## config.mk

```make
export PLATFORM = sky130hd
export DESIGN_NAME = heater_link_supervisor_core
export DESIGN_NICKNAME = d
export VERILOG_FILES = /design/src/hw/rtl/hls_pkg.sv /design/src/hw/rtl/heater_link_supervisor_core.sv /design/src/hw/rtl/hls_queue.sv /design/src/hw/rtl/hls_front.sv /design/src/hw/rtl/hls_back.sv
export SDC_FILE = /design/constraint.sdc
export NUM_CORES = 1
export LEC_CHECK = 0
export ABC_AREA = 1
export ABC_CLOCK_PERIOD_IN_PS = 4900
export BUFFER_PORTS_ARGS = -buffer_cell sky130_fd_sc_hd__buf_4
export CAP_MARGIN = 40
export CORE_AREA = 2 2 138 274
export CTS_BUF_LIST = sky130_fd_sc_hd__clkbuf_4 sky130_fd_sc_hd__clkbuf_8 sky130_fd_sc_hd__clkbuf_16
export CTS_CLUSTER_SIZE = 25
export DETAILED_ROUTE_END_ITERATION = 6
export DIE_AREA = 0 0 140 276
export GPL_ROUTABILITY_DRIVEN = 0
export HOLD_SLACK_MARGIN = 0.08
export PLACE_DENSITY = 0.9
export SLEW_MARGIN = 20
export SYNTH_ARGS = -nofsm -noshare
export SYNTH_HDL_FRONTEND = slang
export SYNTH_SLANG_ARGS = --single-unit
```

## constraint.sdc

```tcl
create_clock -name clk_i -period 4.9 [get_ports clk_i]
set_clock_uncertainty 0.1 [all_clocks]
set_input_delay 0.49 -clock clk_i [delete_from_list [all_inputs] [get_ports clk_i]]
set_output_delay 0.49 -clock clk_i [all_outputs]
set_load 0.05 [all_outputs]
```

## src/hw/rtl/hls_pkg.sv

```systemverilog
// ----------------------------------------------------------------------------
// hls_pkg
// Shared types, constants and helper functions of the heater link supervisor.
// ----------------------------------------------------------------------------
package hls_pkg;

  // frame geometry
  localparam int FrameBytes = 20;
  localparam int PayloadLen = FrameBytes - 2;
  localparam int PosW       = $clog2(FrameBytes);
  localparam int IdxW       = $clog2(PayloadLen);
  localparam int NumBanks   = 2;
  localparam int BufDepth   = NumBanks * PayloadLen;
  localparam int BufAddrW   = $clog2(BufDepth);

  // queue between front and back
  localparam int QDepth = 4;
  localparam int QPtrW  = $clog2(QDepth);
  localparam int QCntW  = $clog2(QDepth + 1);

  // crc
  localparam logic [15:0] CrcInit = 16'hFFFF;
  localparam logic [15:0] CrcPoly = 16'hA001;

  // field widths
  localparam int ErrW     = 8;
  localparam int RunonW   = 16;
  localparam int RebootW  = 4;
  localparam int CfgIdxW  = 2;
  localparam int CfgDataW = 16;

  localparam logic [ErrW-1:0]    ErrMax   = '1;
  localparam logic [RunonW-1:0]  RunonMax = '1;

  // register indexes
  localparam logic [CfgIdxW-1:0] CfgDevAddr     = 2'd0;
  localparam logic [CfgIdxW-1:0] CfgMaxErrors   = 2'd1;
  localparam logic [CfgIdxW-1:0] CfgFanRunon    = 2'd2;
  localparam logic [CfgIdxW-1:0] CfgRebootTicks = 2'd3;

  // op codes
  localparam logic OpByte = 1'b0;
  localparam logic OpTick = 1'b1;

  // result kinds
  localparam logic KindStatus  = 1'b0;
  localparam logic KindPayload = 1'b1;

  typedef struct packed {
    logic       op;
    logic [7:0] rx_byte;
    logic       frame_start;
    logic       heater_on;
  } hls_in_t;

  typedef struct packed {
    logic            kind;
    logic [7:0]      payload_byte;
    logic            last;
    logic            frame_accepted;
    logic [ErrW-1:0] error_count;
    logic            fan_on;
    logic            relay_on;
  } hls_out_t;

  // one queued job: a status result or a burst of payload bytes
  typedef struct packed {
    logic            is_burst;
    logic            bank;
    logic [ErrW-1:0] error_count;
    logic            fan_on;
    logic            relay_on;
  } hls_job_t;

  typedef struct packed {
    logic            en;
    logic            bank;
    logic [IdxW-1:0] idx;
    logic [7:0]      data;
  } hls_wr_t;

  typedef struct packed {
    logic en;
    logic bank;
  } hls_rel_t;

  function automatic logic [15:0] crc_step(logic [15:0] crc, logic [7:0] b);
    logic [15:0] c;
    c = crc ^ {8'h00, b};
    for (int i = 0; i < 8; i++) begin
      c = c[0] ? ((c >> 1) ^ CrcPoly) : (c >> 1);
    end
    return c;
  endfunction

  // buffer position read for output slot k
  function automatic logic [IdxW-1:0] source_index(logic [IdxW-1:0] k);
    int kk;
    int partner;
    int hi;
    kk = int'(k);
    if (kk == PayloadLen - 2) return IdxW'(PayloadLen - 1);
    if (kk == PayloadLen - 1) return IdxW'(PayloadLen - 2);
    if (kk >= 1 && kk <= 6) begin
      partner = kk[0] ? kk + 1 : kk - 1;
      hi = (kk > partner) ? kk : partner;
      if (hi < PayloadLen - 2) return IdxW'(partner);
    end
    return k;
  endfunction

  function automatic logic [BufAddrW-1:0] buf_addr(logic bank, logic [IdxW-1:0] idx);
    return bank ? BufAddrW'(PayloadLen) + BufAddrW'(idx) : BufAddrW'(idx);
  endfunction

endpackage

```

## src/hw/rtl/heater_link_supervisor_core.sv

```systemverilog
// ----------------------------------------------------------------------------
// heater_link_supervisor_core
// Link frame checker (crc-16, address) with fan run-on and relay supervisor.
// ----------------------------------------------------------------------------
// usage:
//   in channel: one item per handshake, either a received link byte (op 0,
//   with frame_start marking byte 0) or a one-second tick (op 1).
//   out channel: every item yields one status result, except the last byte
//   of a frame with good crc and matching address, which yields 18 payload
//   results (last set on the final one).
//   cfg channel: always ready, register index plus data, written while idle.
// timing:
//   one item per cycle; the front does one table-free crc byte step per
//   cycle and the back drives one result per cycle from the output register.
//   the first result of an item is registered in the job queue and then in
//   the output register.
//   a 4-deep job queue sits between front and back; the frame buffer has two
//   banks, so input stalls when the queue is full or when a third frame
//   would need a bank whose payload is still being drained.
// reset: all state returns to its idle values, fan on, relay off, buffer
//   contents left as they are (always rewritten before being read).
// a stalled receiver holds the current result and backs up into the queue.
// ----------------------------------------------------------------------------
module heater_link_supervisor_core (
  input  logic                           clk_i,
  input  logic                           rst_ni,
  input  logic                           in_valid_i,
  output logic                           in_ready_o,
  input  hls_pkg::hls_in_t               in_data_i,
  output logic                           out_valid_o,
  input  logic                           out_ready_i,
  output hls_pkg::hls_out_t              out_data_o,
  input  logic                           cfg_valid_i,
  output logic                           cfg_ready_o,
  input  logic [hls_pkg::CfgIdxW-1:0]    cfg_index_i,
  input  logic [hls_pkg::CfgDataW-1:0]   cfg_data_i
);

  logic              q_push;
  logic              q_pop;
  logic              q_full;
  logic              q_empty;
  hls_pkg::hls_job_t q_push_data;
  hls_pkg::hls_job_t q_head;
  hls_pkg::hls_wr_t  buf_wr;
  hls_pkg::hls_rel_t bank_rel;

  hls_front u_front (
    .clk_i       (clk_i),
    .rst_ni      (rst_ni),
    .in_valid_i  (in_valid_i),
    .in_ready_o  (in_ready_o),
    .in_data_i   (in_data_i),
    .cfg_valid_i (cfg_valid_i),
    .cfg_ready_o (cfg_ready_o),
    .cfg_index_i (cfg_index_i),
    .cfg_data_i  (cfg_data_i),
    .q_full_i    (q_full),
    .q_push_o    (q_push),
    .q_data_o    (q_push_data),
    .wr_o        (buf_wr),
    .rel_i       (bank_rel)
  );

  hls_queue u_queue (
    .clk_i       (clk_i),
    .rst_ni      (rst_ni),
    .push_i      (q_push),
    .push_data_i (q_push_data),
    .pop_i       (q_pop),
    .head_o      (q_head),
    .empty_o     (q_empty),
    .full_o      (q_full)
  );

  hls_back u_back (
    .clk_i       (clk_i),
    .rst_ni      (rst_ni),
    .wr_i        (buf_wr),
    .head_i      (q_head),
    .q_empty_i   (q_empty),
    .q_pop_o     (q_pop),
    .rel_o       (bank_rel),
    .out_valid_o (out_valid_o),
    .out_ready_i (out_ready_i),
    .out_data_o  (out_data_o)
  );

  // queue never overflows or underflows
  assert property (@(posedge clk_i) disable iff (!rst_ni) q_push |-> (!q_full || q_pop))
    else $error("job queue overflow");

  assert property (@(posedge clk_i) disable iff (!rst_ni) q_pop |-> !q_empty)
    else $error("job queue underflow");

  // payload results only come from accepted frames, which clear the error count
  assert property (@(posedge clk_i) disable iff (!rst_ni)
    (out_valid_o && out_data_o.kind == hls_pkg::KindPayload) |->
    (out_data_o.frame_accepted && out_data_o.error_count == '0))
    else $error("payload result without accepted frame");

  // a bank is released only when its last byte goes out
  assert property (@(posedge clk_i) disable iff (!rst_ni)
    bank_rel.en |=> (out_valid_o && out_data_o.last && out_data_o.kind == hls_pkg::KindPayload))
    else $error("frame bank released early");

endmodule

```

## src/hw/rtl/hls_queue.sv

```systemverilog
// ----------------------------------------------------------------------------
// hls_queue
// Small job queue between the front (classify) and back (emit) parts.
// ----------------------------------------------------------------------------
module hls_queue (
  input  logic              clk_i,
  input  logic              rst_ni,
  input  logic              push_i,
  input  hls_pkg::hls_job_t push_data_i,
  input  logic              pop_i,
  output hls_pkg::hls_job_t head_o,
  output logic              empty_o,
  output logic              full_o
);

  hls_pkg::hls_job_t              mem_q [hls_pkg::QDepth];
  logic [hls_pkg::QPtrW-1:0]      wr_ptr_q, wr_ptr_d;
  logic [hls_pkg::QPtrW-1:0]      rd_ptr_q, rd_ptr_d;
  logic [hls_pkg::QCntW-1:0]      cnt_q, cnt_d;

  assign empty_o = (cnt_q == '0);
  assign full_o  = (cnt_q == hls_pkg::QCntW'(hls_pkg::QDepth));
  assign head_o  = mem_q[rd_ptr_q];

  always_comb begin
    wr_ptr_d = wr_ptr_q;
    rd_ptr_d = rd_ptr_q;
    cnt_d    = cnt_q;
    if (push_i) begin
      wr_ptr_d = (wr_ptr_q == hls_pkg::QPtrW'(hls_pkg::QDepth - 1)) ? '0 : wr_ptr_q + 1'b1;
    end
    if (pop_i) begin
      rd_ptr_d = (rd_ptr_q == hls_pkg::QPtrW'(hls_pkg::QDepth - 1)) ? '0 : rd_ptr_q + 1'b1;
    end
    if (push_i && !pop_i) begin
      cnt_d = cnt_q + 1'b1;
    end else if (!push_i && pop_i) begin
      cnt_d = cnt_q - 1'b1;
    end
  end

  always_ff @(posedge clk_i or negedge rst_ni) begin
    if (!rst_ni) begin
      wr_ptr_q <= '0;
      rd_ptr_q <= '0;
      cnt_q    <= '0;
    end else begin
      wr_ptr_q <= wr_ptr_d;
      rd_ptr_q <= rd_ptr_d;
      cnt_q    <= cnt_d;
    end
  end

  always_ff @(posedge clk_i) begin
    if (push_i) begin
      mem_q[wr_ptr_q] <= push_data_i;
    end
  end

endmodule

```

## src/hw/rtl/hls_front.sv

```systemverilog
// ----------------------------------------------------------------------------
// hls_front
// Accepts items, runs frame position and crc, the error count and the tick
// supervisor, writes frame bytes and queues one job per item.
// ----------------------------------------------------------------------------
module hls_front (
  input  logic                           clk_i,
  input  logic                           rst_ni,
  input  logic                           in_valid_i,
  output logic                           in_ready_o,
  input  hls_pkg::hls_in_t               in_data_i,
  input  logic                           cfg_valid_i,
  output logic                           cfg_ready_o,
  input  logic [hls_pkg::CfgIdxW-1:0]    cfg_index_i,
  input  logic [hls_pkg::CfgDataW-1:0]   cfg_data_i,
  input  logic                           q_full_i,
  output logic                           q_push_o,
  output hls_pkg::hls_job_t              q_data_o,
  output hls_pkg::hls_wr_t               wr_o,
  input  hls_pkg::hls_rel_t              rel_i
);

  logic [7:0]                    dev_addr_q;
  logic [hls_pkg::ErrW-1:0]      max_err_q;
  logic [hls_pkg::RunonW-1:0]    runon_ticks_q;
  logic [hls_pkg::RebootW-1:0]   reboot_ticks_q;

  logic [hls_pkg::PosW-1:0]      pos_q, pos_d, pos_eff;
  logic [15:0]                   crc_q, crc_d, crc_eff;
  logic [7:0]                    crc_hi_q, crc_hi_d;
  logic [7:0]                    addr0_q, addr0_d;
  logic [hls_pkg::ErrW-1:0]      err_q, err_d;
  logic [hls_pkg::RunonW-1:0]    runon_q, runon_d;
  logic                          fan_q, fan_d;
  logic                          relay_q, relay_d;
  logic [hls_pkg::RebootW-1:0]   reboot_q, reboot_d;
  logic                          wr_bank_q, wr_bank_d;
  logic [hls_pkg::NumBanks-1:0]  busy_q, busy_d;

  logic accept;
  logic burst;
  logic crc_good;

  assign cfg_ready_o = 1'b1;
  // stall while the queue is full or the bank to be filled still waits to be drained
  assign in_ready_o  = !q_full_i && !busy_q[wr_bank_q];
  assign accept      = in_valid_i && in_ready_o;

  assign pos_eff  = in_data_i.frame_start ? '0 : pos_q;
  assign crc_eff  = in_data_i.frame_start ? hls_pkg::CrcInit : crc_q;
  assign crc_good = ({crc_hi_q, in_data_i.rx_byte} == crc_eff);

  always_comb begin
    pos_d     = pos_q;
    crc_d     = crc_q;
    crc_hi_d  = crc_hi_q;
    addr0_d   = addr0_q;
    err_d     = err_q;
    runon_d   = runon_q;
    fan_d     = fan_q;
    relay_d   = relay_q;
    reboot_d  = reboot_q;
    wr_bank_d = wr_bank_q;
    busy_d    = busy_q;
    burst     = 1'b0;
    wr_o.en   = 1'b0;
    wr_o.bank = wr_bank_q;
    wr_o.idx  = pos_eff[hls_pkg::IdxW-1:0];
    wr_o.data = in_data_i.rx_byte;

    if (rel_i.en) begin
      busy_d[rel_i.bank] = 1'b0;
    end

    if (accept) begin
      if (in_data_i.op == hls_pkg::OpTick) begin
        if (reboot_q != '0) begin
          reboot_d = reboot_q - 1'b1;
          if (reboot_q == hls_pkg::RebootW'(1)) begin
            relay_d = 1'b1;
            err_d   = '0;
          end
        end else if (in_data_i.heater_on) begin
          fan_d   = 1'b1;
          runon_d = '0;
          if (err_q >= max_err_q) begin
            relay_d  = 1'b0;
            reboot_d = (reboot_ticks_q != '0) ? reboot_ticks_q : hls_pkg::RebootW'(1);
          end else begin
            relay_d = 1'b1;
          end
        end else begin
          relay_d = 1'b0;
          if (runon_q <= runon_ticks_q) begin
            if (runon_q != hls_pkg::RunonMax) begin
              runon_d = runon_q + 1'b1;
            end
          end else begin
            fan_d = 1'b0;
          end
        end
      end else begin
        if (pos_eff < hls_pkg::PosW'(hls_pkg::PayloadLen)) begin
          wr_o.en = 1'b1;
          crc_d   = hls_pkg::crc_step(crc_eff, in_data_i.rx_byte);
          pos_d   = pos_eff + 1'b1;
          if (pos_eff == '0) begin
            addr0_d = in_data_i.rx_byte;
          end
        end else if (pos_eff == hls_pkg::PosW'(hls_pkg::PayloadLen)) begin
          crc_d    = crc_eff;
          crc_hi_d = in_data_i.rx_byte;
          pos_d    = pos_eff + 1'b1;
        end else begin
          pos_d = '0;
          crc_d = hls_pkg::CrcInit;
          if (crc_good) begin
            // good crc but foreign address: frame dropped silently
            if (addr0_q == dev_addr_q) begin
              err_d             = '0;
              burst             = 1'b1;
              busy_d[wr_bank_q] = 1'b1;
              wr_bank_d         = ~wr_bank_q;
            end
          end else if (in_data_i.heater_on) begin
            if (err_q != hls_pkg::ErrMax) begin
              err_d = err_q + 1'b1;
            end
          end else begin
            err_d = '0;
          end
        end
      end
    end
  end

  assign q_push_o             = accept;
  assign q_data_o.is_burst    = burst;
  assign q_data_o.bank        = wr_bank_q;
  assign q_data_o.error_count = err_d;
  assign q_data_o.fan_on      = fan_d;
  assign q_data_o.relay_on    = relay_d;

  always_ff @(posedge clk_i or negedge rst_ni) begin
    if (!rst_ni) begin
      dev_addr_q     <= 8'd1;
      max_err_q      <= hls_pkg::ErrW'(5);
      runon_ticks_q  <= hls_pkg::RunonW'(60);
      reboot_ticks_q <= hls_pkg::RebootW'(3);
    end else if (cfg_valid_i && cfg_ready_o) begin
      case (cfg_index_i)
        hls_pkg::CfgDevAddr:     dev_addr_q     <= cfg_data_i[7:0];
        hls_pkg::CfgMaxErrors:   max_err_q      <= cfg_data_i[hls_pkg::ErrW-1:0];
        hls_pkg::CfgFanRunon:    runon_ticks_q  <= cfg_data_i[hls_pkg::RunonW-1:0];
        hls_pkg::CfgRebootTicks: reboot_ticks_q <= cfg_data_i[hls_pkg::RebootW-1:0];
        default: ;
      endcase
    end
  end

  always_ff @(posedge clk_i or negedge rst_ni) begin
    if (!rst_ni) begin
      pos_q     <= '0;
      crc_q     <= hls_pkg::CrcInit;
      crc_hi_q  <= '0;
      addr0_q   <= '0;
      err_q     <= '0;
      runon_q   <= '0;
      fan_q     <= 1'b1;
      relay_q   <= 1'b0;
      reboot_q  <= '0;
      wr_bank_q <= 1'b0;
      busy_q    <= '0;
    end else begin
      pos_q     <= pos_d;
      crc_q     <= crc_d;
      crc_hi_q  <= crc_hi_d;
      addr0_q   <= addr0_d;
      err_q     <= err_d;
      runon_q   <= runon_d;
      fan_q     <= fan_d;
      relay_q   <= relay_d;
      reboot_q  <= reboot_d;
      wr_bank_q <= wr_bank_d;
      busy_q    <= busy_d;
    end
  end

endmodule

```

## src/hw/rtl/hls_back.sv

```systemverilog
// ----------------------------------------------------------------------------
// hls_back
// Holds the two-bank frame buffer, pops jobs and drives the result register,
// one result per cycle while the receiver keeps up, walking accepted frames in swapped order.
// ----------------------------------------------------------------------------
module hls_back (
  input  logic              clk_i,
  input  logic              rst_ni,
  input  hls_pkg::hls_wr_t  wr_i,
  input  hls_pkg::hls_job_t head_i,
  input  logic              q_empty_i,
  output logic              q_pop_o,
  output hls_pkg::hls_rel_t rel_o,
  output logic              out_valid_o,
  input  logic              out_ready_i,
  output hls_pkg::hls_out_t out_data_o
);

  logic [7:0] buf_mem [hls_pkg::BufDepth];

  logic                          burst_act_q;
  logic                          burst_bank_q;
  logic [hls_pkg::IdxW-1:0]      burst_k_q;
  logic [hls_pkg::ErrW-1:0]      burst_err_q;
  logic                          burst_fan_q;
  logic                          burst_relay_q;

  logic                          out_valid_q;
  logic                          out_kind_q;
  logic                          out_last_q;
  logic                          out_acc_q;
  logic [hls_pkg::ErrW-1:0]      out_err_q;
  logic                          out_fan_q;
  logic                          out_relay_q;
  logic [7:0]                    rd_q;

  logic                          advance;
  logic                          emit;
  logic                          last_k;
  logic                          rd_en;
  logic                          rd_bank;
  logic [hls_pkg::IdxW-1:0]      rd_idx;

  // output register frees when empty or taken
  assign advance = !out_valid_q || out_ready_i;
  assign emit    = burst_act_q || !q_empty_i;
  assign q_pop_o = advance && !burst_act_q && !q_empty_i;
  assign last_k  = (burst_k_q == hls_pkg::IdxW'(hls_pkg::PayloadLen - 1));

  assign rd_bank = burst_act_q ? burst_bank_q : head_i.bank;
  assign rd_idx  = burst_act_q ? hls_pkg::source_index(burst_k_q)
                               : hls_pkg::source_index('0);
  assign rd_en   = advance && (burst_act_q || (!q_empty_i && head_i.is_burst));

  assign rel_o.en   = advance && burst_act_q && last_k;
  assign rel_o.bank = burst_bank_q;

  always_ff @(posedge clk_i) begin
    if (wr_i.en) begin
      buf_mem[hls_pkg::buf_addr(wr_i.bank, wr_i.idx)] <= wr_i.data;
    end
  end

  always_ff @(posedge clk_i) begin
    if (rd_en) begin
      rd_q <= buf_mem[hls_pkg::buf_addr(rd_bank, rd_idx)];
    end
  end

  always_ff @(posedge clk_i or negedge rst_ni) begin
    if (!rst_ni) begin
      out_valid_q <= 1'b0;
      burst_act_q <= 1'b0;
      burst_k_q   <= '0;
    end else if (advance) begin
      out_valid_q <= emit;
      if (burst_act_q) begin
        if (last_k) begin
          burst_act_q <= 1'b0;
        end
        burst_k_q <= burst_k_q + 1'b1;
      end else if (!q_empty_i && head_i.is_burst) begin
        burst_act_q <= 1'b1;
        burst_k_q   <= hls_pkg::IdxW'(1);
      end
    end
  end

  always_ff @(posedge clk_i) begin
    if (advance) begin
      if (burst_act_q) begin
        out_kind_q  <= hls_pkg::KindPayload;
        out_last_q  <= last_k;
        out_acc_q   <= 1'b1;
        out_err_q   <= burst_err_q;
        out_fan_q   <= burst_fan_q;
        out_relay_q <= burst_relay_q;
      end else begin
        out_kind_q  <= head_i.is_burst ? hls_pkg::KindPayload : hls_pkg::KindStatus;
        out_last_q  <= !head_i.is_burst;
        out_acc_q   <= head_i.is_burst;
        out_err_q   <= head_i.error_count;
        out_fan_q   <= head_i.fan_on;
        out_relay_q <= head_i.relay_on;
      end
      if (q_pop_o) begin
        burst_bank_q  <= head_i.bank;
        burst_err_q   <= head_i.error_count;
        burst_fan_q   <= head_i.fan_on;
        burst_relay_q <= head_i.relay_on;
      end
    end
  end

  assign out_valid_o                = out_valid_q;
  assign out_data_o.kind            = out_kind_q;
  assign out_data_o.payload_byte    = (out_kind_q == hls_pkg::KindPayload) ? rd_q : 8'h00;
  assign out_data_o.last            = out_last_q;
  assign out_data_o.frame_accepted  = out_acc_q;
  assign out_data_o.error_count     = out_err_q;
  assign out_data_o.fan_on          = out_fan_q;
  assign out_data_o.relay_on        = out_relay_q;

endmodule

```

* After elaboration in Yosys (flattened, before gate mapping) *
Memory sizes are Yosys's and may differ from the RTL's. A register that Yosys moved wholly into a read port is not among the register bits.
Cells that the tools add are included.

storage, ports and cells
  RAM bits = 336
  memories kept = 2
  flip-flop bits (word level) = 144

memories
  name            depth  width  rd ports  clocked after Yosys merged registers in  wr ports  line             text
  u_back.buf_mem  36     8      1         1                                        1         hls_back.sv:19   logic [7:0] buf_mem [hls_pkg::BufDepth];
  u_queue.mem_q   4      12     1         0                                        1         hls_queue.sv:16  hls_pkg::hls_job_t mem_q [hls_pkg::QDepth];

cells by class
  bitwise gates (word level) = 17
  reduce and logical (&&, ||, !) cells = 47
  equal/unequal tests = 15
  add/subtract/negate cells = 13
  magnitude comparators = 11
  multiplexer cells = 103

operators by type and width
  operator                                                     count
  2-to-1 mux 16 bit                                            14
  2-to-1 mux 8 bit                                             12
  2-to-1 mux 5 bit                                             13
  2-to-1 mux 32 bit                                            2
  2-to-1 mux 1 bit                                             43
  > comparator 6 x 32 -> 1 bit                                 1
  less-than comparator 32 x 6 -> 1 bit, second input constant  1
  inverter 2 -> 3 bit                                          8
  == test 5 bit, second input constant                         4
  2-to-1 mux 2 bit                                             9
  adder 16 x 1 -> 16 bit, second input constant                1
  == test 16 bit                                               1
  <= comparator 16 bit                                         1
  2-to-1 mux 4 bit                                             4
  inequality test 16 bit, second input constant                1
  XOR 16 x 8 -> 16 bit                                         1
  AND reduction 2 bit                                          7
  logical AND 1 bit                                            13
  adder 5 x 5 -> 6 bit, first input constant                   2
  2-to-1 mux 6 bit                                             2
  AND reduction 4 bit                                          3
  nonzero test 2 bit                                           6
  adder 5 x 1 -> 5 bit, second input constant                  2
  adder 8 x 1 -> 8 bit, second input constant                  1
  other kinds (32)                                             54

* Logic depth before layout (Yosys ltp) *
  depth in word-level cells = 19
  mapped depth = 28

* By module *
A second synthesis with hierarchy kept.

second synthesis, totals
  cell total of the unflattened synthesis = 2407
  area total of the unflattened synthesis = 23416.2 um^2

modules (own cells, without submodules)
  module     seq. area each (um^2)  cells each  instances  area each (um^2)
  hls_back   9754.4                 1387        1          14543.9
  hls_front  2685.1                 829         1          6502.5
  hls_queue  1616.6                 191         1          2369.8

* Worst setup path after synthesis *
Ideal clock, no wire load.

  path kind = reg-to-reg
  from = register u_back.burst_k_q[0] (netlist name)
  to = register u_back.rd_q[1] (read register of u_back.buf_mem), data pin
  clock period less this slack = 3.611 ns
  stages on the path, launching flop included = 26
  data required time = 4.546 ns
  slack = 1.289 ns
  path buffers = 2
  arrival time = 3.257 ns
  path through = dfrtp_1 -> buf_2 -> inv_2 -> ha_1 -> a21oi_1 -> o21ai_0 -> o21ai_0 -> ha_1 -> nand2_1 -> inv_1 -> nand2_1 -> nand2_1 -> a21oi_1 -> nand2_2 -> nand2_2 -> nand2_1 -> nand3_1 -> inv_2 -> ha_1 -> o21ai_2 -> clkbuf_1 -> nand3_1 -> nand3_1 -> nand3_1 -> nand3_1 -> nand2_1

on the way
  cells in the longest elaborated chain, start to end = 15
  elaborated cells on any way between the ends = 27
  those cells by class = add/sub: 3; order compare: 4; eq/ne: 2; mux: 17; reduce/logical: 1

RTL lines
  element                                                            line            text
  start: declaration                                                 hls_back.sv:23  logic [hls_pkg::IdxW-1:0] burst_k_q;
  start signal: assignment                                           hls_back.sv:81  burst_k_q <= burst_k_q + 1'b1;
  start signal: assignment                                           hls_back.sv:84  burst_k_q <= hls_pkg::IdxW'(1);
  subtractor 5 x 1 -> 6 bit or adder 5 x 1 -> 6 bit (tied branches)  hls_pkg.sv:105  partner = kk[0] ? kk + 1 : kk - 1;
  2-to-1 mux 32 bit                                                  hls_pkg.sv:105
  > comparator 6 x 32 -> 1 bit                                       hls_pkg.sv:106  hi = (kk > partner) ? kk : partner;
  2-to-1 mux 32 bit                                                  hls_pkg.sv:106
  less-than comparator 32 x 6 -> 1 bit                               hls_pkg.sv:107  if (hi < PayloadLen - 2) return IdxW'(partner);
  2-to-1 mux 1 bit                                                   hls_pkg.sv:107
  2-to-1 mux 1 bit (2 in a row)                                      hls_pkg.sv:104  if (kk >= 1 && kk <= 6) begin
  2-to-1 mux 1 bit                                                   hls_pkg.sv:103  if (kk == PayloadLen - 1) return IdxW'(PayloadLen - 2);
  2-to-1 mux 5 bit                                                   hls_pkg.sv:109  return k;
  2-to-1 mux 5 bit                                                   hls_pkg.sv:104
  2-to-1 mux 5 bit (*)                                               hls_pkg.sv:103
  2-to-1 mux 5 bit (*)                                               hls_back.sv:51  assign rd_idx = burst_act_q ? hls_pkg::source_index(burst_k_q)
  adder 5 x 5 -> 6 bit                                               hls_pkg.sv:113  return bank ? BufAddrW'(PayloadLen) + BufAddrW'(idx) : BufAddrW'(idx);
  2-to-1 mux 6 bit (*)                                               hls_pkg.sv:113
  end: declaration                                                   hls_back.sv:35  logic [7:0] rd_q;

Every way passes the cells marked *; elsewhere a longest branch is shown, timed or not. The select of a mux whose other input is x is not followed.
A chain may end at the register's enable or synchronous reset.

* Worst setup path in the final report *
  from = register u_back.burst_k_q[0] (netlist name)
  to = register u_back.rd_q[3] (read register of u_back.buf_mem), data pin

Same word-level chain as after synthesis.

==> flow_summary.json <==
{
  "cts.sinks": 487,
  "synth_compound_area_frac": 0.0666,
  "routed_wl_um": 63200,
  "synthTopCellsByArea": "edfxtp_1 49%, dfrtp_1 10%, nand2_1 8.6%, nand3_1 7.4%, inv_1 4.0%",
  "required_ps": 5120,
  "max_slew.worst_pin.slew_ps": 924,
  "io_buffers": 56,
  "cts_buffers": 39,
  "violations": "DRC",
  "grt_usage": 0.327,
  "cts_root_buffer": "clkbuf_16",
  "yosys.area_share.simple": 0.203,
  "r2r-end": "u_back.rd_q[3]",
  "drc_errors": 2,
  "synthXorXnorAreaFrac": 0.0174,
  "worst_setup_path_end_kind": "register",
  "synthTopCellsByCount": "523 x nand2_1, 367 x edfxtp_1, 335 x nand3_1",
  "layout-drive-gt1-share": 0.0956,
  "maxCapViolCount": 0,
  "fillers": 2353,
  "hpwl_um": 41500,
  "ys_ff_latch": 487,
  "final_nets": 2402,
  "initial_core_util": 0.621,
  "synth-adder-area-share": 0.0306,
  "htree_levels": 2,
  "ys.flop_type": "edfxtp_1",
  "vias_per_cell": 6.27,
  "routedWlPerCell_um": 22.6,
  "hold_class": "input port to register",
  "grt_pass1_wl_um": 96100,
  "pin_count": 58,
  "syn-cell-area_um2": 22700,
  "hp-start": "cfg_data_i[12]",
  "syn_inst": 2276,
  "drt_pass1_iterations": 7,
  "finalCritPeriodShare": 0.942,
  "rr_startpoint": "u_back.burst_k_q[0]",
  "num_rows": 99,
  "final_hold_viol_count": 0,
  "die_y_um": 276,
  "yosysTopAreaCellShare": 0.485,
  "post_cts_buffers": 0,
  "critPathKind": "register to register",
  "rsz0062_at_grt": "no",
  "r2r_cells": 24,
  "drt_iter0_drc": 2257,
  "detail-route-antenna-nets": 0,
  "dr_total_vias": 17600,
  "cts_buffer_depth": 3,
  "period_needed_ps": 4620,
  "gr-total-overflow": 0,
  "fmax_ghz": 0.217,
  "insertion_delay_ps": 570,
  "cts_tree": "done",
  "hold_depth": 3,
  "cp_data_arrival_time_ps": 4840,
  "outcome": "finished with violations",
  "grt_pass1_vias": 17600,
  "synth.most_common_cell": "nand2_1",
  "yosys.cell_types.count": 54,
  "synth_top_area_cell": "edfxtp_1",
  "totalNegativeSetupSlack_ps": 0,
  "rrSetupSlack_ps": 280,
  "holdPathEnd": "u_front.runon_ticks_q[12]",
  "synthMuxAreaShare": 0.000496,
  "synth_edf_count": 367,
  "synth_seq_area_share": 0.619,
  "slew_headroom": 0.382,
  "grt_start_max_net_pins": 119,
  "setup_viol": 0,
  "core_um2": 36500,
  "syn_to_final_growth_pct": 10.6,
  "dieArea_um2": 38600,
  "synth_nets": 2365,
  "final_cells": 2800,
  "synth_top_family_by_area": "simple AND/OR/NAND/NOR gates",
  "syn_area_per_cell_um2": 9.97,
  "worst_setup_path_start_kind": "register",
  "clk_pin_slew_ps": 70,
  "drv_slew": 0,
  "crit_fanout": 28,
  "antenna_found_initial": 1,
  "yosysWarnings": 0,
  "die_w_um": 140,
  "place_inst": 2716,
  "synth_async_sr_flop_share": 0.246
}
==> cell type report <==
cell class / count / area [um2] / area share
Antenna cell: 2 / 5.00 / 0.000199
Clock buffer: 48 / 1080 / 0.0430
Clock inverter: 24 / 354 / 0.0141
Inverter: 251 / 942 / 0.0375
Multi-Input combinational cell: 1435 / 7240 / 0.288
Sequential cell: 487 / 14100 / 0.560
Tap cell: 454 / 568 / 0.0226
Timing Repair Buffer: 99 / 867 / 0.0345
==> placed cells by master (no fill, tap or decap), types with 17 or more instances in the layout <==
cell type	n
clkbuf_16	40
buf_4	87
ha_1	54
a21oi_1	52
edfxtp_1	367
dfstp_2	26
o22ai_1	20
inv_1	240
nor2_1	143
nor3_1	17
nand3_1	334
xor2_1	24
nand2_1	523
o21ai_0	143
xnor2_1	21
dfrtp_1	92
==> stage by stage <==
step	area [um2]	worst slack [ps]	hold slack [ps]	utilization
5_1_grt	25100	75.6	108	0.687
3_3_place_gp	23500	591	357	0.643
4_1_cts	25000	329	88.1	0.684
6_report	25100	283	94.0	0.687
3_5_place_dp	23500	372	377	0.644
2_1_floorplan	22700	1290	94.4	-
==> critical path: stages (launching register included) <==
cell     delay [ps]
dfrtp_2         480
inv_2           110
ha_1            270
a21oi_1         230
o21ai_0         110
o21ai_0         130
ha_1            290
nand2_1          60
inv_1            30
nand2_1          60
nand2_1          50
a21oi_1         200
nand2_2         110
nand2_2         130
a21oi_1         100
o21ai_1         120
inv_1           100
ha_1            290
o21ai_2         300
buf_6           320
nand3_1         300
nand3_1         230
nand3_1         100
nand3_1          90
nand2_1          60
==> cell families after synthesis <==
kind of cell	count (synthesis)
flops	487
buf+inv	354
fa+ha+maj	55
simple gates	1066
mux	1
other cells	1
compound gates	267
xor+xnor	45
==> how the worst max path moves through the flow <==
| stage | end | start |
|---|---|---|
| after floorplan | u_back.rd_q[1] | u_back.burst_k_q[0] |
| after global placement | u_back.rd_q[6] | u_back.burst_k_q[0] |
| after detailed placement | u_back.rd_q[6] | u_back.burst_k_q[0] |
| after CTS | u_back.rd_q[6] | u_back.burst_k_q[0] |
| after global routing | u_back.rd_q[5] | u_back.burst_k_q[0] |
| final | u_back.rd_q[3] | u_back.burst_k_q[0] |
==> state kept, by name, summed over array words and instances (netlist names), 3 cells and up <==
name                    flops
u_front.err_q               8
u_front.crc_hi_q            8
u_front.max_err_q           8
u_front.runon_ticks_q      16
u_back.buf_mem            288
u_front.reboot_ticks_q      4
u_front.runon_q            16
u_back.burst_k_q            5
u_queue.mem_q              48
u_back.burst_err_q          8
u_front.reboot_q            4
u_back.rd_q                 8
u_front.addr0_q             8
u_front.pos_q               5
u_front.dev_addr_q          8
u_front.crc_q              16
u_queue.cnt_q               3
u_back.out_err_q            8
==> layer usage <==
metal,up-vias,wire length (um),GRT usage
met1,8166,19000,0.327
met5,-,0,0
li1,7792,-,-
met2,1222,32600,0.576
met4,0,6770,0.292
met3,373,4770,0.0511
==> what timing repair did <==
| item | in CTS | in global routing |
|---|---|---|
| hold endpoints to repair | 55 | 0 |
| gates resized for setup | 0 | 5 |
| hold buffers | 2 | 0 |
| setup endpoints to repair | 0 | 8 |
Power is not shown: default switching activity piles up to over one toggle a cycle in this logic, so the estimate is an artifact.
